--- src/sv/cmf_pkg.sv ---
// Shared types and constants for the Catmull-Rom spline evaluator.
// Depends on nothing; the queue, front, back, top level and testbench files import it.
`default_nettype none
package cmf_pkg;
	localparam int MAX_POINTS_DEF = 64;
	localparam int FRAC_BITS_DEF  = 16;
	localparam int COORD_WIDTH    = 32;
	localparam int SAT_BITS       = (COORD_WIDTH < 32) ? COORD_WIDTH : 32;
	localparam int DATA_W         = 32;
	localparam int PT_W           = 3 * DATA_W;
	localparam int IDX_W_MAX      = 12;
	localparam int U_W_MAX        = 25;
	localparam int ACC_W          = 40;

	typedef enum logic [1:0] {
		CMD_CLEAR  = 2'd0,
		CMD_APPEND = 2'd1,
		CMD_EVAL   = 2'd2,
		CMD_NONE   = 2'd3
	} cmd_t;

	typedef enum logic [1:0] {
		KIND_PLAIN,
		KIND_FEW,
		KIND_EVAL
	} kind_t;

	typedef enum logic [1:0] {
		B_IDLE,
		B_READ,
		B_CALC,
		B_DONE
	} bstate_t;

	typedef struct packed {
		kind_t                kind;
		logic                 status;
		logic                 one_pt;
		logic [IDX_W_MAX-1:0] idx0;
		logic [IDX_W_MAX-1:0] idx1;
		logic [IDX_W_MAX-1:0] idx2;
		logic [IDX_W_MAX-1:0] idx3;
		logic [U_W_MAX-1:0]   u;
	} desc_t;

	typedef struct packed {
		logic full;
		logic empty;
	} q_stat_t;
endpackage
`default_nettype wire

--- src/sv/cmf_queue.sv ---
// Two-entry descriptor queue between the front and back parts.
// Depends on cmf_pkg.
`default_nettype none
module cmf_queue (
	input  logic             clk,
	input  logic             arst_n,
	input  logic             push,
	input  cmf_pkg::desc_t   desc_in,
	input  logic             pop,
	output cmf_pkg::desc_t   desc_out,
	output cmf_pkg::q_stat_t stat
);
	import cmf_pkg::*;

	desc_t      ent_q [2];
	logic       wr_ptr_q;
	logic       rd_ptr_q;
	logic [1:0] cnt_q;

	// status and head of queue
	always_comb begin
		stat.full  = (cnt_q == 2'd2);
		stat.empty = (cnt_q == 2'd0);
		desc_out   = ent_q[rd_ptr_q];
	end

	// store entries
	always_ff @(posedge clk) begin
		if (push) begin
			ent_q[wr_ptr_q] <= desc_in;
		end
	end

	// advance pointers and fill level
	always_ff @(posedge clk or negedge arst_n) begin
		if (!arst_n) begin
			wr_ptr_q <= 1'b0;
			rd_ptr_q <= 1'b0;
			cnt_q    <= 2'd0;
		end else begin
			if (push) begin
				wr_ptr_q <= ~wr_ptr_q;
			end
			if (pop) begin
				rd_ptr_q <= ~rd_ptr_q;
			end
			if (push && !pop) begin
				cnt_q <= cnt_q + 2'd1;
			end else if (pop && !push) begin
				cnt_q <= cnt_q - 2'd1;
			end
		end
	end
endmodule
`default_nettype wire

--- config.mk ---
export PLATFORM = sky130hd
export DESIGN_NAME = cmf_queue
export DESIGN_NICKNAME = d
export VERILOG_FILES = /design/src/sv/cmf_pkg.sv /design/src/sv/cmf_queue.sv
export SDC_FILE = /design/constraint.sdc
export NUM_CORES = 1
export LEC_CHECK = 0
export ABC_AREA = 1
export BUFFER_PORTS_ARGS = -buffer_cell sky130_fd_sc_hd__buf_2
export CAP_MARGIN = 0
export CORE_ASPECT_RATIO = 2
export CORE_MARGIN = 2
export CORE_UTILIZATION = 40
export CTS_BUF_LIST = sky130_fd_sc_hd__clkbuf_8 sky130_fd_sc_hd__clkbuf_16
export CTS_CLUSTER_SIZE = 24
export DETAILED_ROUTE_END_ITERATION = 8
export GPL_ROUTABILITY_DRIVEN = 0
export PLACE_DENSITY_LB_ADDON = 0.1
export SLEW_MARGIN = 20
export SYNTH_ARGS = -nofsm -noshare
export SYNTH_HDL_FRONTEND = slang
export SYNTH_SLANG_ARGS = --single-unit
export TNS_END_PERCENT = 5
--- constraint.sdc ---
create_clock -name clk -period 4.5 [get_ports clk]
set_clock_uncertainty 0.1 [all_clocks]
set_input_delay 0.225 -clock clk [delete_from_list [all_inputs] [get_ports clk]]
set_output_delay 0.225 -clock clk [all_outputs]
set_load 0.005 [all_outputs]
==> results.yml <==
status:
  status: "finished, final reports clean"
place:
  io_buffers: 159
  hpwl_um: 7490
clocking:
  cts_max_level: 4
  cts_resized: 0
  clk_pin_slew_ns: 0.06
  cts_hold_buf: 80
  cts-buffers-inserted: 17
  cts_tree: "built"
  post_cts_buffers: 0
  clock_latency_ns: 0.41
  clockBufferDepth: 2
  root_buffer: "clkbuf_16"
  cts.sinks: 158
power:
  max-vdd-ir-drop_uv: 353
  p_per_area_nw_per_um2: 576
  p_leak_nw: 3.24
  total_power_w: 0.00479
worst_setup_path:
  cp_data_arrival_time_ns: 2.39
  critPathBufInv: 2
  critPathTopFamily: "flip-flops"
  crit-reg2reg-capture: "ent_q[1][61]$_DFFE_PP_"
  crit_chain: "buf_4 > mux2_2 > buf_2"
  rr_worst_depth: 3
  path_max_fanout: 57
  cp_slowest_cell: "dfrtp_4"
  critPathKind: "reg2out"
  rr_startpoint: "wr_ptr_q$_DFFE_PN0P_"
  reg2reg_slack_ns: 2.53
  required_ns: 4.18
  slowest_delay_ns: 0.97
  cp-start-kind: "flop"
  endpoint_kind: "output port"
sta:
  maxSlewViolCount: 0
  finalCritPeriodShare: 0.604
  setup_viol_count_final: 0
  setup_tns_ns: 0
  hold_viol: 0
  slew_headroom: 0.451
  tightest_slew_ns: 0.823
  fmax_mhz: 368
  finalCriticalPeriod_ns: 2.72
  rsz0062_at_grt: "no"
die:
  core_um2: 14400
  dieHeight_um: 175
  io_pins: 160
  die_area_um2: 15600
  start_util: 0.407
  row_count: 62
  die_w_um: 89.5
drt:
  remaining_drc_errors: 0
  wirelength_um: 11500
  antenna_left: 0
  drt_first_pass_iters: 4
  first_iter_violations: 144
  viasPerCell: 4.55
  wire_per_inst_um: 16.0
  vias: 3293
yosys:
  ys_async_sr_fraction: 0.0253
  yosysWarnings: 0
  synth_largest_area_cell: "edfxtp_1"
  syn_area_per_cell_um2: 22.0
  synthesis.nets: 347
  ys_types: 14
  synth.top_cell.area_share: 0.791
  yosysSeqAreaShare: 0.809
  ys_seq_elements: 158
  synth_flop_cell: "edfxtp_1"
  synthCells: 265
  synth.top_cells.by_area: "edfxtp_1 79%, mux2_2 11%, mux2_4 5.1%, dfrtp_1 1.7%, buf_6 0.77%"
  synth.cell_area_um2: 5840
  synthMostInstantiatedCell: "edfxtp_1"
  synth_common_cells: "154 x edfxtp_1, 57 x mux2_2, 20 x mux2_4"
  synth_edf_count: 154
final_layout:
  area_growth_pct: 42.2
  n_antenna_cell: 0
  fillCellCount: 1119
  num-nets-final: 600
  drive_gt1_frac: 0.512
global_route:
  grt_pass1_wl_um: 17400
  grt_max_degree: 59
  grt_pass1_vias: 3613
  overflow: 0
  antenna_found_initial: 0
  grt_util_all_layers: 0.154
job:
  drv_cap: 0
min_path:
  hold_path.class: "in2async"
how the worst max path moves through the flow:
stage	end	depth (start not counted)	start	slack [ns]
3_5_place_dp	ent_q[1][58]$_DFFE_PP_	3	wr_ptr_q$_DFFE_PN0P_	2.16
3_3_place_gp	ent_q[1][58]$_DFFE_PP_	3	wr_ptr_q$_DFFE_PN0P_	2.18
4_1_cts	desc_out[69]	3	rd_ptr_q$_DFFE_PN0P_	1.72
5_1_grt	desc_out[70]	3	rd_ptr_q$_DFFE_PN0P_	1.64
6_report	desc_out[73]	3	rd_ptr_q$_DFFE_PN0P_	1.78
2_1_floorplan	ent_q[0][0]$_DFFE_PP_	1	wr_ptr_q$_DFFE_PN0P_	0.26
logic make-up (layout without fill, tap and decap cells):
logic type,count (synthesis),count (layout),share of synthesized area
xor gates and xnor gates,3,3,0.00450
adders and majority gates,1,1,0.00214
buffers and inverters,16,282,0.0165
DFF,158,158,0.809
muxes,77,77,0.161
and+or+nand+nor,10,10,0.00707
through the flow:
step / cells / area, µm² / hold WS, ns / util / setup WS [ns]
after global placement: 610 / 6860 / -0.0621 / 0.478 / 2.18
after global routing: 723 / 8310 / 0.0368 / 0.579 / 1.64
after floorplan: 265 / 5840 / -0.171 / - / 0.261
after CTS: 723 / 8310 / 0.0202 / 0.579 / 1.72
final: 723 / 8310 / 0.0467 / 0.579 / 1.78
after detailed placement: 611 / 6880 / -0.0604 / 0.480 / 2.16
cells in the final DEF, fill, tap and decap left out, drive strengths merged:
cell,instances
nand2,5
xor2,2
bufinv,4
clkinvlp,4
inv,11
xnor2,1
mux2,77
dlygate4sd3,80
buf,163
nand4,1
ha,1
clkbuf,17
nand3,1
edfxtp,154
clkinv,3
nor2,3
dfrtp,4
area by class of cell:
| class | instances | area, µm² | share of cell area |
|---|---|---|---|
| clock inverters | 15 | 196 | 0.0236 |
| multi-input cells | 91 | 1030 | 0.124 |
| clock buffers | 17 | 425 | 0.0512 |
| inverters | 7 | 28.8 | 0.00346 |
| repair buffers | 243 | 1660 | 0.200 |
| flip-flops and latches | 158 | 4730 | 0.569 |
| well taps | 192 | 240 | 0.0289 |
sequential cells by signal (all words and copies together) (netlist names):
name      cells
ent_q       154
cnt_q         2
rd_ptr_q      1
wr_ptr_q      1
power breakdown:
| part | total [W] | internal [W] | switching (W) |
|---|---|---|---|
| clock network | 0.00148 | 0.000927 | 0.000555 |
| registers | 0.00213 | 0.00195 | 0.000177 |
| logic | 0.00117 | 0.000670 | 0.000504 |
| total | 0.00479 | 0.00355 | 0.00124 |
worst reg2reg max path, delay by kind of cell, from the launching register on:
| family | cells | cell delay [ns] |
|---|---|---|
| and+or+nand+nor | 1 | 0.12 |
| buffers and inverters | 2 | 1.00 |
| DFF | 1 | 0.42 |
metal layers:
layer,track usage,share of wire,up-vias
met5,0,0,-
met4,0.0665,0.025,0
met3,0.0463,0.038,15
met2,0.287,0.58,97
met1,0.147,0.35,1640
li1,-,-,1541
(Power assumes the default switching activity.)
