--- config.mk ---
export PLATFORM = sky130hd
export DESIGN_NAME = cmf_front_flat
export DESIGN_NICKNAME = d
export VERILOG_FILES = /design/src/sv/cmf_pkg.sv /design/src/sv/cmf_in_if.sv /design/src/sv/cmf_front.sv /design/src/flat_wrapper.sv
export SDC_FILE = /design/constraint.sdc
export NUM_CORES = 1
export LEC_CHECK = 0
export ABC_AREA = 1
export ABC_CLOCK_PERIOD_IN_PS = 15340
export BUFFER_PORTS_ARGS = -buffer_cell sky130_fd_sc_hd__buf_2
export CORE_AREA = 2 2 125 127
export DETAILED_ROUTE_END_ITERATION = 6
export DIE_AREA = 0 0 127 129
export SLEW_MARGIN = 15
export SYNTH_ARGS = -nofsm -noshare
export SYNTH_HDL_FRONTEND = slang
export SYNTH_SLANG_ARGS = --single-unit
--- constraint.sdc ---
create_clock -name clk -period 15.34 [get_ports clk]
set_clock_uncertainty 0.1 [all_clocks]
set_input_delay 0.767 -clock clk [delete_from_list [all_inputs] [get_ports clk]]
set_output_delay 0.767 -clock clk [all_outputs]
set_load 0.01 [all_outputs]
--- src/sv/cmf_pkg.sv ---
// Shared types and constants for the Catmull-Rom spline evaluator.
// Depends on nothing; the queue, front, back, top level and testbench files import it.
`default_nettype none
package cmf_pkg;
	localparam int MAX_POINTS_DEF = 64;
	localparam int FRAC_BITS_DEF  = 16;
	localparam int COORD_WIDTH    = 32;
	localparam int SAT_BITS       = (COORD_WIDTH < 32) ? COORD_WIDTH : 32;
	localparam int DATA_W         = 32;
	localparam int PT_W           = 3 * DATA_W;
	localparam int IDX_W_MAX      = 12;
	localparam int U_W_MAX        = 25;
	localparam int ACC_W          = 40;

	typedef enum logic [1:0] {
		CMD_CLEAR  = 2'd0,
		CMD_APPEND = 2'd1,
		CMD_EVAL   = 2'd2,
		CMD_NONE   = 2'd3
	} cmd_t;

	typedef enum logic [1:0] {
		KIND_PLAIN,
		KIND_FEW,
		KIND_EVAL
	} kind_t;

	typedef enum logic [1:0] {
		B_IDLE,
		B_READ,
		B_CALC,
		B_DONE
	} bstate_t;

	typedef struct packed {
		kind_t                kind;
		logic                 status;
		logic                 one_pt;
		logic [IDX_W_MAX-1:0] idx0;
		logic [IDX_W_MAX-1:0] idx1;
		logic [IDX_W_MAX-1:0] idx2;
		logic [IDX_W_MAX-1:0] idx3;
		logic [U_W_MAX-1:0]   u;
	} desc_t;

	typedef struct packed {
		logic full;
		logic empty;
	} q_stat_t;
endpackage
`default_nettype wire

--- src/sv/cmf_in_if.sv ---
// Input channel of the spline evaluator: valid/ready plus one command item.
// Depends on nothing.
`default_nettype none
interface cmf_in_if;
	logic              valid;
	logic              ready;
	logic [1:0]        cmd;
	logic signed [31:0] point_x;
	logic signed [31:0] point_y;
	logic signed [31:0] point_z;
	logic signed [31:0] eval_t;
	modport source(output valid, cmd, point_x, point_y, point_z, eval_t, input ready);
	modport sink(input valid, cmd, point_x, point_y, point_z, eval_t, output ready);
endinterface
`default_nettype wire

--- src/sv/cmf_front.sv ---
// Front part: accepts items, keeps the point count, writes appended points
// and turns evaluations into segment indices and local t. Depends on cmf_pkg.
`default_nettype none
module cmf_front #(
	parameter int MAX_POINTS = cmf_pkg::MAX_POINTS_DEF,
	parameter int FRAC_BITS  = cmf_pkg::FRAC_BITS_DEF,
	localparam int AW = (MAX_POINTS > 1) ? $clog2(MAX_POINTS) : 1
) (
	input  logic                     clk,
	input  logic                     arst_n,
	cmf_in_if.sink                   req,
	input  logic                     busy,
	input  cmf_pkg::q_stat_t         q_stat,
	output logic                     q_push,
	output cmf_pkg::desc_t           q_desc,
	output logic                     ram_we,
	output logic [AW-1:0]            ram_waddr,
	output logic [cmf_pkg::PT_W-1:0] ram_wdata
);
	import cmf_pkg::*;

	localparam int CW = $clog2(MAX_POINTS + 1);
	localparam int TW = (CW + FRAC_BITS + 1 > 33) ? (CW + FRAC_BITS + 1) : 33;
	localparam int UW = FRAC_BITS + 1;

	logic [CW-1:0]        count_q;
	logic                 full;
	logic                 few;
	logic signed [TW-1:0] t_ext;
	logic signed [TW-1:0] max_t;
	logic signed [TW-1:0] t_c;
	logic [CW-1:0]        seg;
	logic [CW-1:0]        last;
	logic [UW-1:0]        u;
	logic [CW-1:0]        i0;
	logic [CW-1:0]        i2;
	logic [CW-1:0]        i3;

	// clamp t, pick segment and the four point indices
	always_comb begin
		full  = (count_q == CW'(MAX_POINTS));
		few   = (count_q < CW'(2));
		t_ext = {{(TW - 32){req.eval_t[31]}}, req.eval_t};
		max_t = TW'({count_q - CW'(1), {FRAC_BITS{1'b0}}});
		if (t_ext < 0) begin
			t_c = '0;
		end else if (t_ext > max_t) begin
			t_c = max_t;
		end else begin
			t_c = t_ext;
		end
		seg  = t_c[FRAC_BITS +: CW];
		u    = {1'b0, t_c[FRAC_BITS-1:0]};
		last = count_q - CW'(2);
		if (seg >= last) begin
			seg = last;
			if (t_c >= max_t) begin
				u = UW'(1) << FRAC_BITS;
			end
		end
		i2 = seg + CW'(1);
		i0 = (seg != '0) ? seg - CW'(1) : '0;
		i3 = (seg + CW'(2) < count_q) ? seg + CW'(2) : count_q - CW'(1);
	end

	// build the descriptor for the back part
	always_comb begin
		q_desc        = '0;
		q_desc.kind   = KIND_PLAIN;
		q_desc.status = 1'b0;
		case (req.cmd)
			CMD_APPEND: begin
				q_desc.status = full;
			end
			CMD_EVAL: begin
				if (few) begin
					q_desc.kind   = KIND_FEW;
					q_desc.one_pt = (count_q == CW'(1));
				end else begin
					q_desc.kind = KIND_EVAL;
					q_desc.idx0 = IDX_W_MAX'(i0[AW-1:0]);
					q_desc.idx1 = IDX_W_MAX'(seg[AW-1:0]);
					q_desc.idx2 = IDX_W_MAX'(i2[AW-1:0]);
					q_desc.idx3 = IDX_W_MAX'(i3[AW-1:0]);
					q_desc.u    = U_W_MAX'(u);
				end
			end
			default: begin
				q_desc.kind = KIND_PLAIN;
			end
		endcase
	end

	// handshake: hold a clear until the queue is empty and the back part is idle
	always_comb begin
		req.ready = !q_stat.full &&
			!((req.cmd == CMD_CLEAR) && (busy || !q_stat.empty));
		q_push    = req.valid && req.ready;
		ram_we    = q_push && (req.cmd == CMD_APPEND) && !full;
		ram_waddr = count_q[AW-1:0];
		ram_wdata = {req.point_z, req.point_y, req.point_x};
	end

	// point count
	always_ff @(posedge clk or negedge arst_n) begin
		if (!arst_n) begin
			count_q <= '0;
		end else if (q_push && (req.cmd == CMD_CLEAR)) begin
			count_q <= '0;
		end else if (ram_we) begin
			count_q <= count_q + CW'(1);
		end
	end
endmodule
`default_nettype wire

--- src/flat_wrapper.sv ---
// flat-port wrapper written by rule: the top's interface ports become plain ports
module cmf_front_flat import cmf_pkg::*;
#(
	parameter int MAX_POINTS = cmf_pkg::MAX_POINTS_DEF,
	parameter int FRAC_BITS  = cmf_pkg::FRAC_BITS_DEF,
	localparam int AW = (MAX_POINTS > 1) ? $clog2(MAX_POINTS) : 1
)
  (clk, arst_n, busy, q_stat, q_push, q_desc, ram_we, ram_waddr, ram_wdata, req_valid, req_cmd, req_point_x, req_point_y, req_point_z, req_eval_t, req_ready);
  cmf_in_if req_i ();
  input  logic clk;
  input  logic arst_n;
  input  logic busy;
  input  cmf_pkg::q_stat_t q_stat;
  output logic q_push;
  output cmf_pkg::desc_t q_desc;
  output logic ram_we;
  output logic [AW-1:0] ram_waddr;
  output logic [cmf_pkg::PT_W-1:0] ram_wdata;
  input wire logic [$bits(req_i.valid)-1:0] req_valid;
  input wire logic [$bits(req_i.cmd)-1:0] req_cmd;
  input wire logic [$bits(req_i.point_x)-1:0] req_point_x;
  input wire logic [$bits(req_i.point_y)-1:0] req_point_y;
  input wire logic [$bits(req_i.point_z)-1:0] req_point_z;
  input wire logic [$bits(req_i.eval_t)-1:0] req_eval_t;
  output wire logic [$bits(req_i.ready)-1:0] req_ready;
  assign req_i.valid = req_valid;
  assign req_i.cmd = req_cmd;
  assign req_i.point_x = req_point_x;
  assign req_i.point_y = req_point_y;
  assign req_i.point_z = req_point_z;
  assign req_i.eval_t = req_eval_t;
  assign req_ready = req_i.ready;
  cmf_front #(.MAX_POINTS(MAX_POINTS), .FRAC_BITS(FRAC_BITS)) u_core (.clk(clk), .arst_n(arst_n), .req(req_i), .busy(busy), .q_stat(q_stat), .q_push(q_push), .q_desc(q_desc), .ram_we(ram_we), .ram_waddr(ram_waddr), .ram_wdata(ram_wdata));
endmodule
==> impl_metrics.json <==
{
  "worst_slew_pin_slew_ns": 0.553,
  "ir_worst_vdd_v": 0.0000551,
  "placementRows": 45,
  "synth_xor_area_share_pct": 3.14,
  "grt_pass1_wl_mm": 14.8,
  "root_buffer": "clkbuf_16",
  "io_pins": 318,
  "grt.total_usage_pct": 11.4,
  "clk_latency_ns": 0.23,
  "ys.flop_type": "dfrtp_1",
  "grt_pass1_vias": 2809,
  "slew_headroom_pct": 62.8,
  "grt_max_degree": 22,
  "ys_ff_latch": 7,
  "combPwrFrac_pct": 85.4,
  "powerDensity_mw_per_mm2": 162,
  "wl_per_cell_um": 13.7,
  "criticalPathCategory": "register to output pin",
  "synth_top_family_by_area": "buffers and inverters",
  "overflow": 0,
  "max_cap_violations": 0,
  "seqPwrFrac_pct": 5.9,
  "antenna_cells": 0,
  "post_cts_buffers": 0,
  "seqCellArea_um2": 175,
  "htree_levels": 1,
  "largest_reg_flops": 7,
  "drive_gt1_share_pct": 24.5,
  "ys_types": 43,
  "fin_ws_ns": 7.36,
  "place_area_mm2": 0.00310,
  "r2r_start": "u_core.count_q[1]",
  "coreArea_mm2": 0.0150,
  "drt-initial-drc-count": 169,
  "syn_inst": 540,
  "drv_slew": 0,
  "area_growth_pct": -5.04,
  "ys_seq_area_share_pct": 5.23,
  "synth_fa_ha_area_share_pct": 11.2,
  "clk_path_buf_depth": 2,
  "rsz0062_at_grt": "no",
  "clkPwrFrac_pct": 8.7,
  "reg2reg_depth": 10,
  "tns_ns": 0,
  "crit_slowest_cell": "dfrtp_1",
  "largest-register": "u_core.count_q",
  "die-area_mm2": 0.0164,
  "cts_tree": "done",
  "route.vias.total": 3063,
  "dp.final_hpwl_mm": 8.46,
  "fmax_mhz": 125,
  "reg2reg_slack_ns": 12.75,
  "grt_antenna_before_repair": 0,
  "start_kind": "register",
  "numClockSinks": 7,
  "fin_area_mm2": 0.00318,
  "antenna_left": 0,
  "start_util_pct": 22.4,
  "first_pass_iters": 4,
  "final-hold-violation-count": 0,
  "synth.mux.area_fraction_pct": 0,
  "setup_viol_count_final": 0,
  "hold_buffers": 0,
  "yosys_warnings": 0,
  "period_needed_ns": 7.98,
  "end_kind": "output pin",
  "synthArstFlopShare_pct": 100,
  "die-width_um": 127,
  "place_ws_ns": 7.67,
  "drt_wl_total_mm": 9.77,
  "max_stage_delay_ns": 0.57,
  "power.switching_mw": 0.311,
  "nets": 694,
  "synthSimpleGateAreaFrac_pct": 32.4,
  "status": "finished clean",
  "cp_max_fo": 21,
  "reg_top3": "u_core.count_q x7",
  "hold_path_class": "input pin to asynchronous set/reset pin",
  "n_fill_cell": 1731,
  "synth_compound_area_share_pct": 9.68,
  "place.gp.congestion": 0.918,
  "clkSlewWorstSetupHoldPaths_ns": 0.04,
  "synth_edf_count": 0,
  "switching_share_pct": 60.2,
  "syn_area_per_cell_um2": 6.20,
  "total_power_mw": 0.517,
  "drc_errors": 0,
  "p_leak_nw": 1.77,
  "numCtsBuffers": 3,
  "crit_arrival_ns": 7.11,
  "dieHeight_um": 129,
  "finalCritPeriodShare_pct": 52.0,
  "port_buffers": 93,
  "cts.repair.resized": 0,
  "internal_power_mw": 0.205,
  "multi_input_area_mm2": 0.00201,
  "via_per_inst": 4.28,
  "path_common_cell": "nand2_1",
  "r2r-end": "u_core.count_q[6]",
  "worstPathRequired_ns": 14.47,
  "netlist_area_mm2": 0.00335,
  "utilization_pct": 21.2
}
per-stage QoR:
stage / hold WS [ns] / cells
after global placement: 0.513 / 711
after CTS: 0.269 / 715
after floorplan: 0.371 / 571
after global routing: 0.279 / 715
final: 0.268 / 715
after detailed placement: 0.513 / 711
Yosys cell counts (2+ instances only):
cell / count / share of area [%]
buf_4: 135 / 30
nand2_1: 91 / 10
nor2_1: 78 / 8.7
inv_1: 52 / 5.8
ha_1: 30 / 11
nand3_1: 19 / 2.8
o21ai_0: 16 / 2.4
a21oi_1: 14 / 2.1
nand4_1: 13 / 2.4
nor3_1: 12 / 1.8
xor2_1: 9 / 2.4
nand2_2: 8 / 1.5
dfrtp_1: 7 / 5.2
o21ai_2: 6 / 1.6
nand3_2: 5 / 1.5
buf_2: 4 / 0.60
inv_2: 4 / 0.45
nor2_2: 3 / 0.56
o21ai_1: 3 / 0.45
xnor2_1: 3 / 0.78
a21o_1: 2 / 0.45
a21oi_2: 2 / 0.52
a31oi_1: 2 / 0.37
and3_1: 2 / 0.37
or2_1: 2 / 0.37
critical path: cells and delay by family (launching register included):
kind	cells	cell delay, ns
compound gates	6	0.97
xor+xnor	2	0.39
fa+ha+maj	4	1.24
buf+inv	5	0.82
flops	1	0.57
simple gates	20	2.83
cells in the final DEF (no fill, tap or decap), types with 2 or more instances in the layout:
cell | synthesis | routed
a21o_1 | 2 | 2
a21oi_1 | 14 | 14
a21oi_2 | 2 | 2
a31oi_1 | 2 | 2
and3_1 | 2 | 2
buf_2 | 4 | 93
clkbuf_16 | 0 | 3
conb_1 | 1 | 32
dfrtp_1 | 7 | 7
ha_1 | 30 | 30
inv_1 | 52 | 52
inv_2 | 4 | 4
nand2_1 | 91 | 91
nand2_2 | 8 | 8
nand3_1 | 19 | 19
nand3_2 | 5 | 5
nand4_1 | 13 | 13
nor2_1 | 78 | 78
nor2_2 | 3 | 3
nor3_1 | 12 | 12
o21ai_0 | 16 | 16
o21ai_1 | 3 | 3
o21ai_2 | 6 | 6
or2_1 | 2 | 2
xnor2_1 | 3 | 3
xor2_1 | 9 | 9
layout make-up:
type | count | share of cell area (%)
inverter | 57 | 6.73
sequential | 7 | 5.51
clock buffer | 4 | 2.48
multi-input combinational | 366 | 63.2
timing repair buffer | 93 | 14.6
tap | 188 | 7.40
cells by family after synthesis:
logic type,after synthesis
AND/OR/NAND/NOR,240
buffers and inverters,198
AO/OA/AOI/OAI,52
adder cells (fa/ha/maj),30
XOR/XNOR,12
flip-flops,7
other,1
worst max path at each step:
stage | startpoint | endpoint | cells past startpoint
6_report | u_core.count_q[1] | q_desc[27] | 37
5_1_grt | u_core.count_q[1] | q_desc[27] | 39
4_1_cts | u_core.count_q[1] | q_desc[26] | 37
3_5_place_dp | u_core.count_q[1] | q_desc[26] | 37
3_3_place_gp | u_core.count_q[1] | q_desc[26] | 36
2_1_floorplan | u_core.count_q[1] | q_desc[25] | 36
power by group through the flow:
| stage | logic, mW | registers [mW] | clock network [mW] |
|---|---|---|---|
| 2_1_floorplan | 0.370 | 0.0266 | 0 |
| 6_report | 0.441 | 0.0304 | 0.0450 |
| 3_3_place_gp | 0.440 | 0.0302 | 0 |
| 5_1_grt | 0.503 | 0.0312 | 0.0466 |
| 3_5_place_dp | 0.438 | 0.0304 | 0 |
| 4_1_cts | 0.440 | 0.0302 | 0.0454 |
routing by layer:
metal | vias to the layer above | wire length (µm) | track usage (%)
met5 | - | 0 | 0
met4 | 0 | 410 | 5.49
met3 | 49 | 803 | 2.70
met2 | 139 | 4240 | 17.9
met1 | 1348 | 4310 | 14.6
li1 | 1527 | - | -
Power figures use the tool's default switching activity.
